**src/sv/ttw_pkg.sv**
```systemverilog
// ----------------------------------------------------------------------------
// ttw_pkg: shared types and constants of the text terminal writer
// Command codes, sequencer states, character codes and the word structs that
// pass between the top level and the sequencer.
// ----------------------------------------------------------------------------
`default_nettype none

package ttw_pkg;

    // Default screen geometry.
    localparam int COLUMNS_DEFAULT = 64;
    localparam int ROWS_DEFAULT    = 50;

    // Character codes and colors.
    localparam logic [7:0] NL_CODE          = 8'd10;
    localparam logic [7:0] CR_CODE          = 8'd13;
    localparam logic [7:0] SPACE_CODE       = 8'd32;
    localparam logic [7:0] FILL_COLOR       = 8'd63;
    localparam logic [7:0] TEXT_COLOR_RESET = 8'd63;

    // Command kinds.
    typedef enum logic [1:0] {
        KIND_PUT     = 2'd0,
        KIND_SET_ROW = 2'd1,
        KIND_SET_COL = 2'd2,
        KIND_READ    = 2'd3
    } kind_t;

    // Sequencer states.
    typedef enum logic [3:0] {
        S_CLEAR,
        S_IDLE,
        S_EXEC,
        S_LIN,
        S_MAP,
        S_WRITE,
        S_SCROLL,
        S_RD_ISSUE,
        S_RD_WAIT,
        S_DONE
    } state_t;

    // One command word.
    typedef struct packed {
        kind_t       kind;
        logic [7:0]  char_code;
        logic [6:0]  position;
        logic [11:0] cell_address;
    } req_t;

    // One result word.
    typedef struct packed {
        logic [5:0] cursor_row;
        logic [6:0] cursor_col;
        logic [7:0] cell_char;
        logic [7:0] cell_color;
        logic       scrolled;
    } res_t;

endpackage

`default_nettype wire

```
**src/sv/ttw_seq.sv**
```systemverilog
// ----------------------------------------------------------------------------
// ttw_seq: command sequencer of the text terminal writer
// Keeps the cursor and the row base of the circular cell store, and steps
// each command through address mapping, cell writes, reads and row fills.
// ----------------------------------------------------------------------------
`default_nettype none

module ttw_seq #(
    parameter int COLUMNS = ttw_pkg::COLUMNS_DEFAULT,
    parameter int ROWS    = ttw_pkg::ROWS_DEFAULT
) (
    input  wire logic                             clk,
    input  wire logic                             rst_n,
    input  wire logic                             req_valid,
    input  wire ttw_pkg::req_t                    req,
    input  wire logic [7:0]                       text_color,
    input  wire logic                             res_take,
    output logic                                  idle,
    output logic                                  res_valid,
    output ttw_pkg::res_t                         res,
    output logic                                  mem_we,
    output logic [$clog2(ROWS*COLUMNS)-1:0]       mem_waddr,
    output logic [15:0]                           mem_wdata,
    output logic [$clog2(ROWS*COLUMNS)-1:0]       mem_raddr,
    input  wire logic [15:0]                      mem_rdata
);

    localparam int CELLS = ROWS * COLUMNS;
    localparam int AW    = $clog2(CELLS);
    localparam int RW    = $clog2(ROWS);
    localparam int CW    = $clog2(COLUMNS + 1);
    localparam int FW    = $clog2(COLUMNS);

    localparam logic [AW:0]   CELLS_W   = (AW+1)'(CELLS);
    localparam logic [AW:0]   COLS_W    = (AW+1)'(COLUMNS);
    localparam logic [AW-1:0] COLS_A    = AW'(COLUMNS);
    localparam logic [AW-1:0] LAST_CELL = AW'(CELLS - 1);
    localparam logic [RW-1:0] LAST_ROW  = RW'(ROWS - 1);
    localparam logic [CW-1:0] COL_END   = CW'(COLUMNS);
    localparam logic [FW-1:0] FILL_LAST = FW'(COLUMNS - 1);
    localparam logic [8:0]    ROW_MAX9  = 9'(ROWS - 1);
    localparam logic [8:0]    COL_MAX9  = 9'(COLUMNS);
    localparam logic [16:0]   CELLS_17  = 17'(CELLS);

    ttw_pkg::state_t state_reg, state_next;

    logic [RW-1:0] row_reg, row_next;
    logic [CW-1:0] col_reg, col_next;
    logic [AW-1:0] base_reg, base_next;
    logic [AW-1:0] lin_reg, lin_next;
    logic [AW-1:0] phys_reg, phys_next;
    logic [AW-1:0] fill_addr_reg, fill_addr_next;
    logic [FW-1:0] fill_cnt_reg, fill_cnt_next;
    logic [AW-1:0] clr_reg, clr_next;
    logic          wrap_wr_reg, wrap_wr_next;
    logic          scrolled_reg, scrolled_next;
    logic [7:0]    rc_reg, rc_next;
    logic [7:0]    rcol_reg, rcol_next;
    ttw_pkg::req_t cmd_reg, cmd_next;

    // Shared address arithmetic.
    logic [AW:0]   base_sum;
    logic [AW-1:0] base_adv;
    logic [AW:0]   map_sum;
    logic [AW-1:0] map_phys;
    logic          at_last_row;
    logic          addr_ok;
    logic          is_ctrl_char;

    // Next row base after a scroll, wrapping around the store.
    assign base_sum = {1'b0, base_reg} + COLS_W;
    assign base_adv = (base_sum >= CELLS_W) ? AW'(base_sum - CELLS_W) : AW'(base_sum);

    // Logical cell index to physical address.
    assign map_sum  = {1'b0, lin_reg} + {1'b0, base_reg};
    assign map_phys = (map_sum >= CELLS_W) ? AW'(map_sum - CELLS_W) : AW'(map_sum);

    assign at_last_row  = (row_reg == LAST_ROW);
    assign addr_ok      = ({5'b0, cmd_reg.cell_address} < CELLS_17);
    assign is_ctrl_char = (cmd_reg.char_code == ttw_pkg::NL_CODE)
                       || (cmd_reg.char_code == ttw_pkg::CR_CODE);

    // Next state.
    always_comb
    begin
        state_next = state_reg;
        unique case (state_reg)
            ttw_pkg::S_CLEAR:
            begin
                if (clr_reg == LAST_CELL)
                begin
                    state_next = ttw_pkg::S_IDLE;
                end
            end
            ttw_pkg::S_IDLE:
            begin
                if (req_valid)
                begin
                    state_next = ttw_pkg::S_EXEC;
                end
            end
            ttw_pkg::S_EXEC:
            begin
                unique case (cmd_reg.kind)
                    ttw_pkg::KIND_PUT:
                    begin
                        if (cmd_reg.char_code == ttw_pkg::CR_CODE)
                        begin
                            state_next = ttw_pkg::S_DONE;
                        end
                        else if (cmd_reg.char_code == ttw_pkg::NL_CODE)
                        begin
                            state_next = at_last_row ? ttw_pkg::S_SCROLL : ttw_pkg::S_DONE;
                        end
                        else if (col_reg == COL_END && at_last_row)
                        begin
                            state_next = ttw_pkg::S_SCROLL;
                        end
                        else
                        begin
                            state_next = ttw_pkg::S_LIN;
                        end
                    end
                    ttw_pkg::KIND_SET_ROW, ttw_pkg::KIND_SET_COL:
                    begin
                        state_next = ttw_pkg::S_DONE;
                    end
                    ttw_pkg::KIND_READ:
                    begin
                        state_next = addr_ok ? ttw_pkg::S_MAP : ttw_pkg::S_DONE;
                    end
                endcase
            end
            ttw_pkg::S_LIN:
            begin
                state_next = ttw_pkg::S_MAP;
            end
            ttw_pkg::S_MAP:
            begin
                state_next = (cmd_reg.kind == ttw_pkg::KIND_READ) ? ttw_pkg::S_RD_ISSUE
                                                                  : ttw_pkg::S_WRITE;
            end
            ttw_pkg::S_WRITE:
            begin
                state_next = ttw_pkg::S_DONE;
            end
            ttw_pkg::S_SCROLL:
            begin
                if (fill_cnt_reg == FILL_LAST)
                begin
                    state_next = wrap_wr_reg ? ttw_pkg::S_LIN : ttw_pkg::S_DONE;
                end
            end
            ttw_pkg::S_RD_ISSUE:
            begin
                state_next = ttw_pkg::S_RD_WAIT;
            end
            ttw_pkg::S_RD_WAIT:
            begin
                state_next = ttw_pkg::S_DONE;
            end
            ttw_pkg::S_DONE:
            begin
                if (res_take)
                begin
                    state_next = ttw_pkg::S_IDLE;
                end
            end
            default:
            begin
                state_next = ttw_pkg::S_IDLE;
            end
        endcase
    end

    // Datapath next values.
    always_comb
    begin
        row_next       = row_reg;
        col_next       = col_reg;
        base_next      = base_reg;
        lin_next       = lin_reg;
        phys_next      = phys_reg;
        fill_addr_next = fill_addr_reg;
        fill_cnt_next  = fill_cnt_reg;
        clr_next       = clr_reg;
        wrap_wr_next   = wrap_wr_reg;
        scrolled_next  = scrolled_reg;
        rc_next        = rc_reg;
        rcol_next      = rcol_reg;
        cmd_next       = cmd_reg;
        unique case (state_reg)
            ttw_pkg::S_CLEAR:
            begin
                clr_next = clr_reg + AW'(1);
            end
            ttw_pkg::S_IDLE:
            begin
                if (req_valid)
                begin
                    cmd_next      = req;
                    scrolled_next = 1'b0;
                    rc_next       = 8'd0;
                    rcol_next     = 8'd0;
                    wrap_wr_next  = 1'b0;
                end
            end
            ttw_pkg::S_EXEC:
            begin
                unique case (cmd_reg.kind)
                    ttw_pkg::KIND_PUT:
                    begin
                        if (cmd_reg.char_code == ttw_pkg::CR_CODE)
                        begin
                            col_next = '0;
                        end
                        else if (cmd_reg.char_code == ttw_pkg::NL_CODE || col_reg == COL_END)
                        begin
                            // Newline, either asked for or caused by a pending wrap.
                            col_next     = '0;
                            wrap_wr_next = !is_ctrl_char;
                            if (at_last_row)
                            begin
                                scrolled_next  = 1'b1;
                                fill_addr_next = base_reg;
                                fill_cnt_next  = '0;
                                base_next      = base_adv;
                            end
                            else
                            begin
                                row_next = row_reg + RW'(1);
                            end
                        end
                    end
                    ttw_pkg::KIND_SET_ROW:
                    begin
                        row_next = ({2'b0, cmd_reg.position} > ROW_MAX9)
                                 ? LAST_ROW : RW'(cmd_reg.position);
                    end
                    ttw_pkg::KIND_SET_COL:
                    begin
                        col_next = ({2'b0, cmd_reg.position} > COL_MAX9)
                                 ? COL_END : CW'(cmd_reg.position);
                    end
                    ttw_pkg::KIND_READ:
                    begin
                        lin_next = AW'(cmd_reg.cell_address);
                    end
                endcase
            end
            ttw_pkg::S_LIN:
            begin
                lin_next = AW'(row_reg) * COLS_A + AW'(col_reg);
            end
            ttw_pkg::S_MAP:
            begin
                phys_next = map_phys;
            end
            ttw_pkg::S_WRITE:
            begin
                col_next = col_reg + CW'(1);
            end
            ttw_pkg::S_SCROLL:
            begin
                fill_addr_next = fill_addr_reg + AW'(1);
                fill_cnt_next  = fill_cnt_reg + FW'(1);
            end
            ttw_pkg::S_RD_ISSUE:
            begin
            end
            ttw_pkg::S_RD_WAIT:
            begin
                rc_next   = mem_rdata[7:0];
                rcol_next = mem_rdata[15:8];
            end
            ttw_pkg::S_DONE:
            begin
            end
            default:
            begin
            end
        endcase
    end

    // Outputs and memory port controls.
    always_comb
    begin
        mem_we    = 1'b0;
        mem_waddr = phys_reg;
        mem_wdata = {text_color, cmd_reg.char_code};
        idle      = 1'b0;
        res_valid = 1'b0;
        unique case (state_reg)
            ttw_pkg::S_CLEAR:
            begin
                mem_we    = 1'b1;
                mem_waddr = clr_reg;
                mem_wdata = 16'd0;
            end
            ttw_pkg::S_IDLE:
            begin
                idle = 1'b1;
            end
            ttw_pkg::S_WRITE:
            begin
                mem_we = 1'b1;
            end
            ttw_pkg::S_SCROLL:
            begin
                mem_we    = 1'b1;
                mem_waddr = fill_addr_reg;
                mem_wdata = {ttw_pkg::FILL_COLOR, ttw_pkg::SPACE_CODE};
            end
            ttw_pkg::S_DONE:
            begin
                res_valid = 1'b1;
            end
            default:
            begin
            end
        endcase
    end

    // The read address is only sampled in the read issue state.
    assign mem_raddr = phys_reg;

    assign res.cursor_row = 6'(row_reg);
    assign res.cursor_col = 7'(col_reg);
    assign res.cell_char  = rc_reg;
    assign res.cell_color = rcol_reg;
    assign res.scrolled   = scrolled_reg;

    // Control registers.
    always_ff @(posedge clk or negedge rst_n)
    begin
        if (!rst_n)
        begin
            state_reg    <= ttw_pkg::S_CLEAR;
            row_reg      <= '0;
            col_reg      <= '0;
            base_reg     <= '0;
            clr_reg      <= '0;
            fill_cnt_reg <= '0;
            wrap_wr_reg  <= 1'b0;
        end
        else
        begin
            state_reg    <= state_next;
            row_reg      <= row_next;
            col_reg      <= col_next;
            base_reg     <= base_next;
            clr_reg      <= clr_next;
            fill_cnt_reg <= fill_cnt_next;
            wrap_wr_reg  <= wrap_wr_next;
        end
    end

    // Payload registers.
    always_ff @(posedge clk)
    begin
        lin_reg       <= lin_next;
        phys_reg      <= phys_next;
        fill_addr_reg <= fill_addr_next;
        scrolled_reg  <= scrolled_next;
        rc_reg        <= rc_next;
        rcol_reg      <= rcol_next;
        cmd_reg       <= cmd_next;
    end

endmodule

`default_nettype wire

```
**config.mk**
```make
export PLATFORM = sky130hd
export DESIGN_NAME = ttw_seq
export DESIGN_NICKNAME = d
export VERILOG_FILES = /design/src/sv/ttw_pkg.sv /design/src/sv/ttw_seq.sv
export SDC_FILE = /design/constraint.sdc
export NUM_CORES = 1
export LEC_CHECK = 0
export ABC_AREA = 1
export BUFFER_PORTS_ARGS = -buffer_cell sky130_fd_sc_hd__buf_2
export CAP_MARGIN = 40
export CORE_MARGIN = 1
export CORE_UTILIZATION = 35
export DETAILED_ROUTE_END_ITERATION = 10
export GPL_TIMING_DRIVEN = 0
export SYNTH_ARGS = -nofsm -noshare
export SYNTH_HDL_FRONTEND = slang
export SYNTH_SLANG_ARGS = --single-unit
```
**constraint.sdc**
```tcl
create_clock -name clk -period 6.5 [get_ports clk]
set_input_delay 1.3 -clock clk [delete_from_list [all_inputs] [get_ports clk]]
set_output_delay 1.3 -clock clk [all_outputs]
set_load 0.1 [all_outputs]
```
* Yosys cells after proc, flatten, opt, wreduce, memory -nomap -nowiden
Cells that the tools add are included.
Word-level totals: logic and storage cells 145, memory bits (writable) 0, bits in latches 0, output and inout port bits 73, bits in registers 130, memories 0, memory bits (read-only) 0
Cells by class: shift-type cells 0, multipliers 0, magnitude comparators 5, eq/ne operators 32, bitwise logic cells 1, reductions and logical operators 25, add/sub/neg operators 10, div/mod/pow operators 0, muxes and demuxes 55
Operator list (count):
- $mux 12 | 7
- $pmux 12 s2 | 3
- $mux 6 | 8
- $mux 4 | 9
- $pmux 4 s9 | 1
- $pmux 16 s2 | 1
- $pmux 8 s2 | 2
- $pmux 7 s2 | 2
- $ge 13x12->1 const B | 2
- $add 12x1->12 const B | 2
- $ne 2x2->1 const B | 12
- $pmux 6 s2 | 2
- $sub 12x12->12 const B | 2
- $mux 7 | 3
- $reduce_and 5->1 | 4
- $eq 4x3->1 const B | 4
- $eq 8x4->1 const B | 2
- $add 12x12->13 | 1
- $add 12x7->13 const B | 1
- $add 12x7->12 | 1
- $add 6x1->6 const B | 2
- $eq 12x12->1 const B | 1
- $eq 6x6->1 const B | 2
- $lt 12x12->1 const B | 1
- other kinds (30) | 53

* Longest topological paths before layout
Gate-level depths: netlist of the first run.
depth in word-level cells 7, mapped depth 13, gate-level depth less buffers 13

* Worst setup path after synthesis of the first run
Ideal clock, no wire load.
path type register to output, start point reg state_reg[0], end point out mem_wdata[5], required time 5200 ps, cell stages (with the launch flop) 5, slack 2341 ps, buffers on the path 0, data arrival time 2859 ps, cells stage by stage dfrtp_1 > nor2_2 > nand2_1 > inv_1 > o21ai_0
On the way: word-level cells in the longest chain between the ends 2
RTL lines:
- start, declared | line ttw_seq.sv:45 | ttw_pkg::state_t state_reg, state_next;
- start signal, assigned | line ttw_seq.sv:338 | state_reg <= ttw_pkg::S_CLEAR;
- start signal, assigned | line ttw_seq.sv:348 | state_reg <= state_next;
- $eq 4x3->1 or $logic_not 4->1 (tied branches) | line ttw_seq.sv:293 | unique case (state_reg)
- $pmux 16 s2 (*) | line ttw_seq.sv:293
- end, declared | line ttw_seq.sv:23 | output logic [15:0] mem_wdata,
Mark *: on every way between the ends. The rest lies on a longest branch, timed or not.

* Worst setup path in the final report of the first run
start point reg state_reg[3], end point out mem_waddr[2]
On the way: word-level cells in the longest chain between the ends 2
RTL lines:
- $eq 4x3->1 or $logic_not 4->1 (tied branches) | line ttw_seq.sv:293
- $pmux 12 s2 (*) | line ttw_seq.sv:293
- end, declared | line ttw_seq.sv:22 | output logic [$clog2(ROWS*COLUMNS)-1:0] mem_waddr,
Marks and branches as above.

==> results of run 1 <==
## final cells by class
type,count,share of cell area [%]
clock inverter,14,1.74
clock buffer,18,5.10
timing repair buffer,134,8.51
multi-input combinational,510,32.6
tap,260,3.87
inverter,119,5.31
buffer,17,1.17
sequential,124,41.8
## where the power goes
part	internal [W]	switching (W)
clock	0.000563	0.000366
sequential	0.00106	0.000124
combinational	0.000408	0.00191
total	0.00203	0.00240
## metal layers
layer  routed length (um)  GRT usage (%)  up-vias
li1                     -              -     2848
met1                 7890           22.8     2607
met2                 7970           29.8      154
met3                  793           3.85       21
met4                  243           6.75        0
met5                    0              0        -
## cells in the final DEF, fill, tap and decap left out, types with 6 or more instances in the layout
| cell | n |
|---|---|
| dfrtp_1 | 42 |
| clkbuf_16 | 17 |
| inv_1 | 110 |
| nand3_1 | 50 |
| nand2_1 | 181 |
| xor2_1 | 20 |
| buf_4 | 6 |
| nor3_1 | 9 |
| o21ai_0 | 40 |
| nor2_4 | 6 |
| nor2_1 | 80 |
| o211ai_1 | 8 |
| inv_2 | 9 |
| o21ai_2 | 7 |
| edfxtp_1 | 82 |
| ha_1 | 23 |
| o221ai_1 | 6 |
| a21oi_1 | 18 |
| buf_2 | 135 |
| nand4_1 | 10 |
| o22ai_1 | 6 |
## logic make-up (layout without fill, tap and decap cells)
| group | after synthesis | after routing | share of synthesized area [%] |
|---|---|---|---|
| xor gates and xnor gates | 25 | 25 | 3.22 |
| adders and majority gates | 24 | 24 | 4.53 |
| AOI/OAI and AO/OA | 101 | 101 | 9.18 |
| DFF | 124 | 124 | 51.7 |
| buffers and inverters | 136 | 302 | 8.03 |
| and+or+nand+nor | 360 | 360 | 23.3 |
## worst max-delay path by stage
stage | end | slack (ps) | depth (start not counted)
after floorplan | mem_wdata[5] | 2340 | 4
after CTS | mem_waddr[1] | 2690 | 9
after global placement | scrolled_reg | 2160 | 5
after global routing | mem_waddr[2] | 2540 | 9
after detailed placement | mem_waddr[1] | 3150 | 9
final | mem_waddr[2] | 2700 | 10
## worst reg2reg max path: cells and delay by family, from the launching register on
kind          cells  cell delay [ps]
simple gates      7              550
xor+xnor          1              290
buf+inv           1               80
fa+ha+maj         3              930
flops             1              520
## stage by stage
step           area (um2)  setup slack, ps  total power (W)  util (%)
2_1_floorplan        6790             2340          0.00307         -
3_3_place_gp         7760             2160          0.00349      41.2
3_5_place_dp         7840             3150          0.00353      41.6
4_1_cts              8410             2690          0.00446      44.7
5_1_grt              8410             2540          0.00464      44.7
6_report             8410             2700          0.00444      44.7
==> summary.md, run 1 <==
| Metric | Value |
|---|---|
| Final WL | `16900 um` |
| Async set or reset register ratio after synthesis | `33.9%` |
| Hold path depth | `0` |
| Initial antenna violation count | `0` |
| CTS sink count | `124` |
| Fmax | `0.263 GHz` |
| Buffers & Inverters on Critical Path | `5` |
| Post-CTS Setup Inserts | `0` |
| Status | `completed` |
| H-tree Lvls | `4` |
| Fillers | `1853` |
| Total CTS buffers | `17` |
| Die height | `141 um` |
| Max reg flops | `29` |
| Number of top-level pins | `130` |
| Gate Count Post-Synth | `770` |
| Post-Route Setup TNS | `0 ps` |
| Reg area | `3510 um2` |
| DP HPWL | `12900 um` |
| Final Hold Fails | `0` |
| Post-synthesis register bit count | `124` |
| Die area | `20000 um2` |
| Starting density of the core | `36.1%` |
| CP Launch Point | `state_reg[3]` |
| Register-to-Register Path Depth | `12` |
| Slowest stage delay, CP | `470 ps` |
| Multi-input logic area | `2740 um2` |
| Synth Flop Type | `edfxtp_1` |
| Crit Path Class | `flop to output port` |
| Clock Tree Root | `clkbuf_16` |
| Most frequent CP cell | `inv_2` |
| Most common cell in the netlist | `nand2_1` |
| GRT Overall Usage | `17.9%` |
| Final Slew Violations | `0` |
| P_leak | `3.98 nW` |
| Area growth, synth to finish | `23.9%` |
| Sequential area share after synthesis | `51.7%` |
| Worst-Margin Slew | `612 ps` |
| Ratio of cells with drive above 1 in the final layout | `23.3%` |
| Largest cells by area after synthesis | `edfxtp_1 (36%), dfrtp_1 (15%), nand2_1 (10%)` |
| WP data required | `5200 ps` |
| Nets | `1004` |
| Pin count of the biggest net entering global routing | `31` |
| Worst r2r dst | `mem_raddr[8]` |
| Antenna Nets Post-Route | `0` |
| Reg2Reg Setup Slack | `3990 ps` |
| Placement row count | `50` |
| Endpoint class of the critical path | `output port` |
| Critical path's top delay family | `buffers and inverters` |
| Placed cell count | `1164` |
| Drt via density | `4.71` |
| Hold path start | `lin_reg[2]` |
| CTS tree | `built` |
| Startpoint types | `flop` |
| Hold crit path type | `flop to flop` |
| RSZ-0062 raised after global routing | `no` |
| Worst path cell trace | `inv_2 > nand2_4 > inv_1 > nand2_2 > inv_2 > nor2_4 > buf_4 > nand2_1 > o211ai_1 > buf_2` |
| Tmin final | `3800 ps` |
| Post-route DRC | `0` |
| Non-Filler Instances | `1196` |
| Wire per inst | `14.1 um` |
| Origin of the critical flop-to-flop path | `base_reg[6]` |
| TritonRoute pass-1 iters | `6` |
| Net Count, Synth | `851` |
| Synth top cells by count | `nand2_1 (181), inv_1 (110), edfxtp_1 (82)` |
| Syn Area/Cell | `8.82 um2` |
| Core area | `18800 um2` |
| Pwr dens | `527 nW/um2` |
| Synth warnings | `0` |
| Distinct cells, synth | `44` |
| Final estimated routing congestion in global placement | `0.852` |
| Skew final | `7.48 ps` |
| Crit path DAT | `2500 ps` |
| First-pass GRT wire length | `27300 um` |
| Cell with the largest stage delay on the worst path | `buf_2` |
| Post-synth EDFFs | `82` |
| Vias in the first global route | `5560` |
| Remaining Overflow, GRT | `0` |
| Vias post-DR | `5630` |
| Clock Latency Late Sink | `420 ps` |
| Max cap viols | `0` |
| Clock Tree Buf Depth | `2` |
| Die Wd | `141 um` |
| Final setup violation count | `0` |
| WHS | `459 ps` |
| Synth Cell Area | `6790 um2` |
| Synth area leader | `edfxtp_1` |
| Worst min-delay path endpoint | `mem_raddr[2]` |
| Initial DRC Count | `359` |
| Ant. Diodes | `0` |
| Share of the synthesized area in the top cell type | `36.3%` |
| # hold bufs at CTS | `0` |
| IO buf count | `129` |
| Gates resized, CTS repair | `0` |
| Final period utilization | `58.5%` |
| Critical path fanouts, max | `10` |
| Reg clk slew, reported paths | `60 ps` |
| Max_slew headroom | `58.9%` |
| Worst vdd ir | `0.346 mV` |
No activity file was read; power rests on OpenSTA's default activity.
==> run 2, diff against run 1 <==
==> constraint.sdc (replaced) <==
create_clock -name clk -period 3.4 [get_ports clk]
set_input_delay 0.68 -clock clk [delete_from_list [all_inputs] [get_ports clk]]
set_output_delay 0.68 -clock clk [all_outputs]
set_load 0.1 [all_outputs]
==> run 2 against run 1 <==
Effect of this change: critical path type unchanged; via count shrank 0.44%; sequential share of layout area is essentially flat; register-to-register slack lost 3100 ps; critical path depth shrank 1; highest routed layer unchanged; cell count is essentially flat; global-route usage shrank 0.47 points; power grew 91%; first-iteration DRC count shrank 7.0%; design area shrank 0.10%; clock power grew 91%; die area is the same.
==> summary.md, run 2 (same netlist as run 1, synthesis figures left out) <==
| Metric | Value |
|---|---|
| Clock Latency Late Sink | `420 ps` |
| Max_slew headroom | `59.6%` |
| Final estimated routing congestion in global placement | `0.853` |
| Reg2Reg Setup Slack | `920 ps` |
| Post-Route Setup TNS | `0 ps` |
| Total power | `0.00846 W` |
| Antenna Nets Post-Route | `0` |
| Skew final | `12.4 ps` |
| IO buf count | `129` |
| Final period utilization | `92.9%` |
| TritonRoute pass-1 iters | `5` |
| Total CTS buffers | `17` |
| Reg clk slew, reported paths | `60 ps` |
| Post-CTS Setup Inserts | `0` |
| Critical path fanouts, max | `10` |
| Remaining Overflow, GRT | `0` |
| Initial DRC Count | `334` |
| Endpoint class of the critical path | `output port` |
| Die Wd | `141 um` |
| Final setup violation count | `0` |
| Gates resized, CTS repair | `0` |
| CTS tree | `built` |
| Startpoint types | `flop` |
| Crit path DAT | `2480 ps` |
| Max cap viols | `0` |
| Post-route DRC | `0` |
| Tmin final | `3160 ps` |
| Ant. Diodes | `0` |
| Number of top-level pins | `130` |
| Final setup margin | `242 ps` |
| Pin count of the biggest net entering global routing | `30` |
| Fillers | `1828` |
| Vias post-DR | `5605` |
| Final Hold Fails | `0` |
| Vias in the first global route | `5242` |
| Drt via density | `4.69` |
| GRT Overall Usage | `17.4%` |
| Clock Tree Root | `clkbuf_16` |
| Placement row count | `50` |
| # hold bufs at CTS | `0` |
| WP data required | `2720 ps` |
| Final Slew Violations | `0` |
| Reg area | `3510 um2` |
| Wire per inst | `14.0 um` |
| H-tree Lvls | `4` |
| Multi-input logic area | `2740 um2` |
| Starting density of the core | `36.1%` |
| Die height | `141 um` |
| Most frequent cells in the layout | `nand2_1 (181), buf_2 (135), inv_1 (110), edfxtp_1 (82), nor2_1 (80)` |
| Worst-Margin Slew | `601 ps` |
| Die area | `20000 um2` |
| P_leak | `3.98 nW` |
| RSZ-0062 raised after global routing | `no` |
| Ratio of cells with drive above 1 in the final layout | `23.3%` |
| Most common cell after layout, fill and taps aside | `nand2_1` |
| First-pass GRT wire length | `26600 um` |
| Pwr dens | `1010 nW/um2` |
| CTS sink count | `124` |
| Status | `completed` |
| Crit Path Class | `flop to output port` |
| DP HPWL | `12800 um` |
| Area growth, synth to finish | `23.8%` |
| Core area | `18800 um2` |
| Initial antenna violation count | `0` |
| Final WL | `16700 um` |
| Clock Tree Buf Depth | `2` |
| Worst vdd ir | `0.698 mV` |
| Nets | `1003` |
| DP Worst Slack | `690 ps` |
| Fmax | `0.317 GHz` |
| Max reg flops | `29` |
| Hold crit path type | `primary input to async pin` |
run 2: cell types whose count changed in the layout (fill, tap and decap cells not counted), sizes merged:
cell,delta
clkinvlp,-1
clkinv,+1
buf,-1
run 2: where the power goes:
part           switching, W  internal [W]  total (W)
combinational       0.00365      0.000773    0.00442
clock              0.000690       0.00108    0.00177
sequential         0.000235       0.00203    0.00227
run 2: path summary, 6_finish.rpt:
check	startpoint	endpoint	depth (start not counted)
worst max register to register	base_reg[6]	mem_raddr[7]	10
min in group clk	req[9]	cmd_reg[9]	1
worst min-delay path	rst_n	base_reg[8]	1
worst min register to register	lin_reg[3]	mem_raddr[3]	0
worst max-delay path	state_reg[2]	mem_waddr[1]	9
max in group asynchronous	rst_n	fill_cnt_reg[5]	2
run 2: layer usage:
| metal | wire [um] | vias up | global-route usage, % | part of all wire [%] |
|---|---|---|---|---|
| met5 | 0 | - | 0 | 0 |
| met4 | 266 | 0 | 6.18 | 1.6 |
| met3 | 848 | 17 | 4.52 | 5.1 |
| met2 | 7930 | 157 | 28.2 | 48 |
| met1 | 7640 | 2584 | 22.6 | 46 |
| li1 | - | 2847 | - | - |
run 2: final cells by class:
type,count,share of cell area [%]
sequential,124,41.8
multi-input combinational,510,32.6
timing repair buffer,133,8.43
inverter,119,5.31
clock buffer,18,5.11
tap,260,3.87
clock inverter,14,1.73
buffer,17,1.18
run 2: critical path, cell delays in order (launching register included):
cell and delay, ps:
dfrtp_1 450, nand2_4 130, inv_1 60, nand2_2 190, inv_2 150, nor2_4 140, buf_4 240, nand2_1 100
o211ai_1 120, buf_2 470
run 2: through the flow:
stage          instance area (um2)  utilization, %  instances  hold slack [ps]
2_1_floorplan                 6790               -        770              384
3_3_place_gp                  7760            41.2       1159              434
3_5_place_dp                  7830            41.6       1163              443
4_1_cts                       8410            44.6       1195              186
5_1_grt                       8410            44.6       1195              206
6_report                      8410            44.6       1195              192
==> run 3, diff against run 2 <==
--- a/config.mk
+++ b/config.mk
@@ -12,6 +12,7 @@
 export CORE_UTILIZATION = 35
 export DETAILED_ROUTE_END_ITERATION = 10
 export GPL_TIMING_DRIVEN = 0
+export PLACE_DENSITY_LB_ADDON = 0.15
 export SYNTH_ARGS = -nofsm -noshare
 export SYNTH_HDL_FRONTEND = slang
 export SYNTH_SLANG_ARGS = --single-unit
==> constraint.sdc (replaced) <==
create_clock -name clk -period 3.4 [get_ports clk]
set_input_delay 0.17 -clock clk [delete_from_list [all_inputs] [get_ports clk]]
set_output_delay 0.17 -clock clk [all_outputs]
set_load 0.1 [all_outputs]
==> run 3 against run 2 <==
Effect of this change: sequential share of layout area decreased by 1.6 points; flip-flop and latch count stayed put; hold slack worse by 150 ps; setup slack improved by 540 ps; design area up 4.0%; largest power group unchanged; die area did not move; cell count up 2.5%; combinational power grew 0.9%; sequential power hardly changed; fmax rose by 21%; routed wire length up 4.0%.
==> summary.md, run 3 (same netlist as run 1, synthesis figures left out) <==
| Metric | Value |
|---|---|
| Vias post-DR | `5665` |
| Tmin final | `2620 ps` |
| Non-Filler Instances | `1225` |
| Final Hold Fails | `0` |
| Clock Tree Root | `clkbuf_16` |
| P_leak | `4.12 nW` |
| Worst-Margin Slew | `779 ps` |
| Max_slew headroom | `47.7%` |
| Crit Path Class | `flop to output port` |
| Seq pwr share | `26.4%` |
| Final Slew Violations | `0` |
| Area growth, synth to finish | `28.8%` |
| First-pass GRT wire length | `27600 um` |
| Clock Latency Late Sink | `420 ps` |
| CTS tree | `built` |
| Gates resized, CTS repair | `0` |
| H-tree Lvls | `4` |
| Worst path cell trace | `inv_2 > nand2_4 > inv_1 > nand2_2 > inv_2 > nor2_4 > buf_4 > nand2_1 > o211ai_1 > buf_2` |
| Clock Tree Buf Depth | `2` |
| Final setup margin | `782 ps` |
| DP Worst Slack | `895 ps` |
| Skew final | `7.51 ps` |
| Buffers & Inverters on Critical Path | `5` |
| WP data required | `3230 ps` |
| Initial DRC Count | `382` |
| Most frequent CP cell | `inv_2` |
| Die height | `141 um` |
| Slowest stage delay, CP | `470 ps` |
| Nets | `1033` |
| Combinational share of power | `51.9%` |
| Fmax | `0.382 GHz` |
| Core area | `18800 um2` |
| Endpoint class of the critical path | `output port` |
| Critical path fanouts, max | `10` |
| Critical path's top delay family | `buffers and inverters` |
| Final setup violation count | `0` |
| Reg2Reg Setup Slack | `900 ps` |
| Total power | `0.00859 W` |
| Cell with the largest stage delay on the worst path | `buf_2` |
| Hold crit path type | `primary input to flop` |
| Most frequent cells in the layout | `nand2_1 (181), buf_2 (135), inv_1 (110), edfxtp_1 (82), nor2_1 (80)` |
| Die area | `20000 um2` |
| Worst vdd ir | `0.584 mV` |
| Pwr dens | `982 nW/um2` |
| RSZ-0062 raised after global routing | `no` |
| Total CTS buffers | `17` |
| Antenna Nets Post-Route | `0` |
| Ant. Diodes | `0` |
| Die Wd | `141 um` |
| Switching part of the total power | `53.4%` |
| Final estimated routing congestion in global placement | `0.868` |
| CTS sink count | `124` |
| Wire per inst | `14.2 um` |
| Final WL | `17400 um` |
| Pin count of the biggest net entering global routing | `31` |
| Remaining Overflow, GRT | `0` |
| Status | `completed` |
| GRT Overall Usage | `18.2%` |
| Placement row count | `50` |
| Vias in the first global route | `5545` |
| NetSw | `0.00459 W` |
| TritonRoute pass-1 iters | `5` |
| Startpoint types | `flop` |
| Drt via density | `4.62` |
| Max reg flops | `29` |
| Number of top-level pins | `130` |
| Most common cell after layout, fill and taps aside | `nand2_1` |
| Reg clk slew, reported paths | `60 ps` |
| Crit path DAT | `2450 ps` |
| Max cap viols | `0` |
| Placed cell count | `1163` |
| Internal power | `0.00400 W` |
| Part of the power in the clock network | `21.7%` |
| Final period utilization | `77.0%` |
| Post-route DRC | `0` |
| Initial antenna violation count | `0` |
| DP HPWL | `13000 um` |
| Ratio of cells with drive above 1 in the final layout | `22.6%` |
| Post-Route Setup TNS | `0 ps` |
| IO buf count | `129` |
| Starting density of the core | `36.1%` |
## run 3: final cells by class
cell class / instances / area, um2
sequential: 124 / 3510
tap: 260 / 325
inverter: 119 / 447
clock buffer: 18 / 439
timing repair buffer: 163 / 1010
buffer: 17 / 98.8
clock inverter: 14 / 169
multi-input combinational: 510 / 2740
fill: 1807 / 10100
## run 3: path summary, 6_finish.rpt
path                                     end          from  cells after the start
worst min-delay path               rc_reg[5]  mem_rdata[5]                      3
worst max register to register  mem_raddr[8]   base_reg[6]                     12
max in group asynchronous         col_reg[5]         rst_n                      3
worst max-delay path            mem_waddr[1]  state_reg[3]                     10
worst min register to register  mem_raddr[3]    lin_reg[3]                      0
min in group asynchronous        base_reg[7]         rst_n                      2
## run 3: routing by layer
layer  GRT usage [%]  wire length, um  vias up
met1            23.2             8130     2628
met4            6.58              193        0
li1                -                -     2908
met3            3.61              575       16
met2            30.7             8460      113
met5               0                0        -
## run 3: through the flow
step                      hold WS [ps]  cell area [um2]  util, %
after floorplan                   -126             6790        -
after global placement             346             7760     41.2
after detailed placement           118             7840     41.6
after CTS                         27.7             8740     46.4
after global routing              28.9             8740     46.4
final                             43.9             8740     46.4
## run 3: power groups by stage
stage	sequential [W]	clock, W	combinational, W
floorplan	0.00309	0	0.00278
global placement	0.00231	0	0.00439
detailed placement	0.00229	0	0.00445
CTS	0.00227	0.00189	0.00449
global route	0.00231	0.00196	0.00473
finish	0.00226	0.00187	0.00446
## run 3: what timing repair did
item | 4_1_cts | 5_1_grt
hold endpoints to repair | 41 | 0
setup endpoints to repair | 0 | 0
setup buffers | 0 | 0
hold buffers | 30 | 0
## run 3: tightest hold or removal path, cell delays in order
cell	delay (ps)
buf_2	70
inv_1	30
nor2_1	80
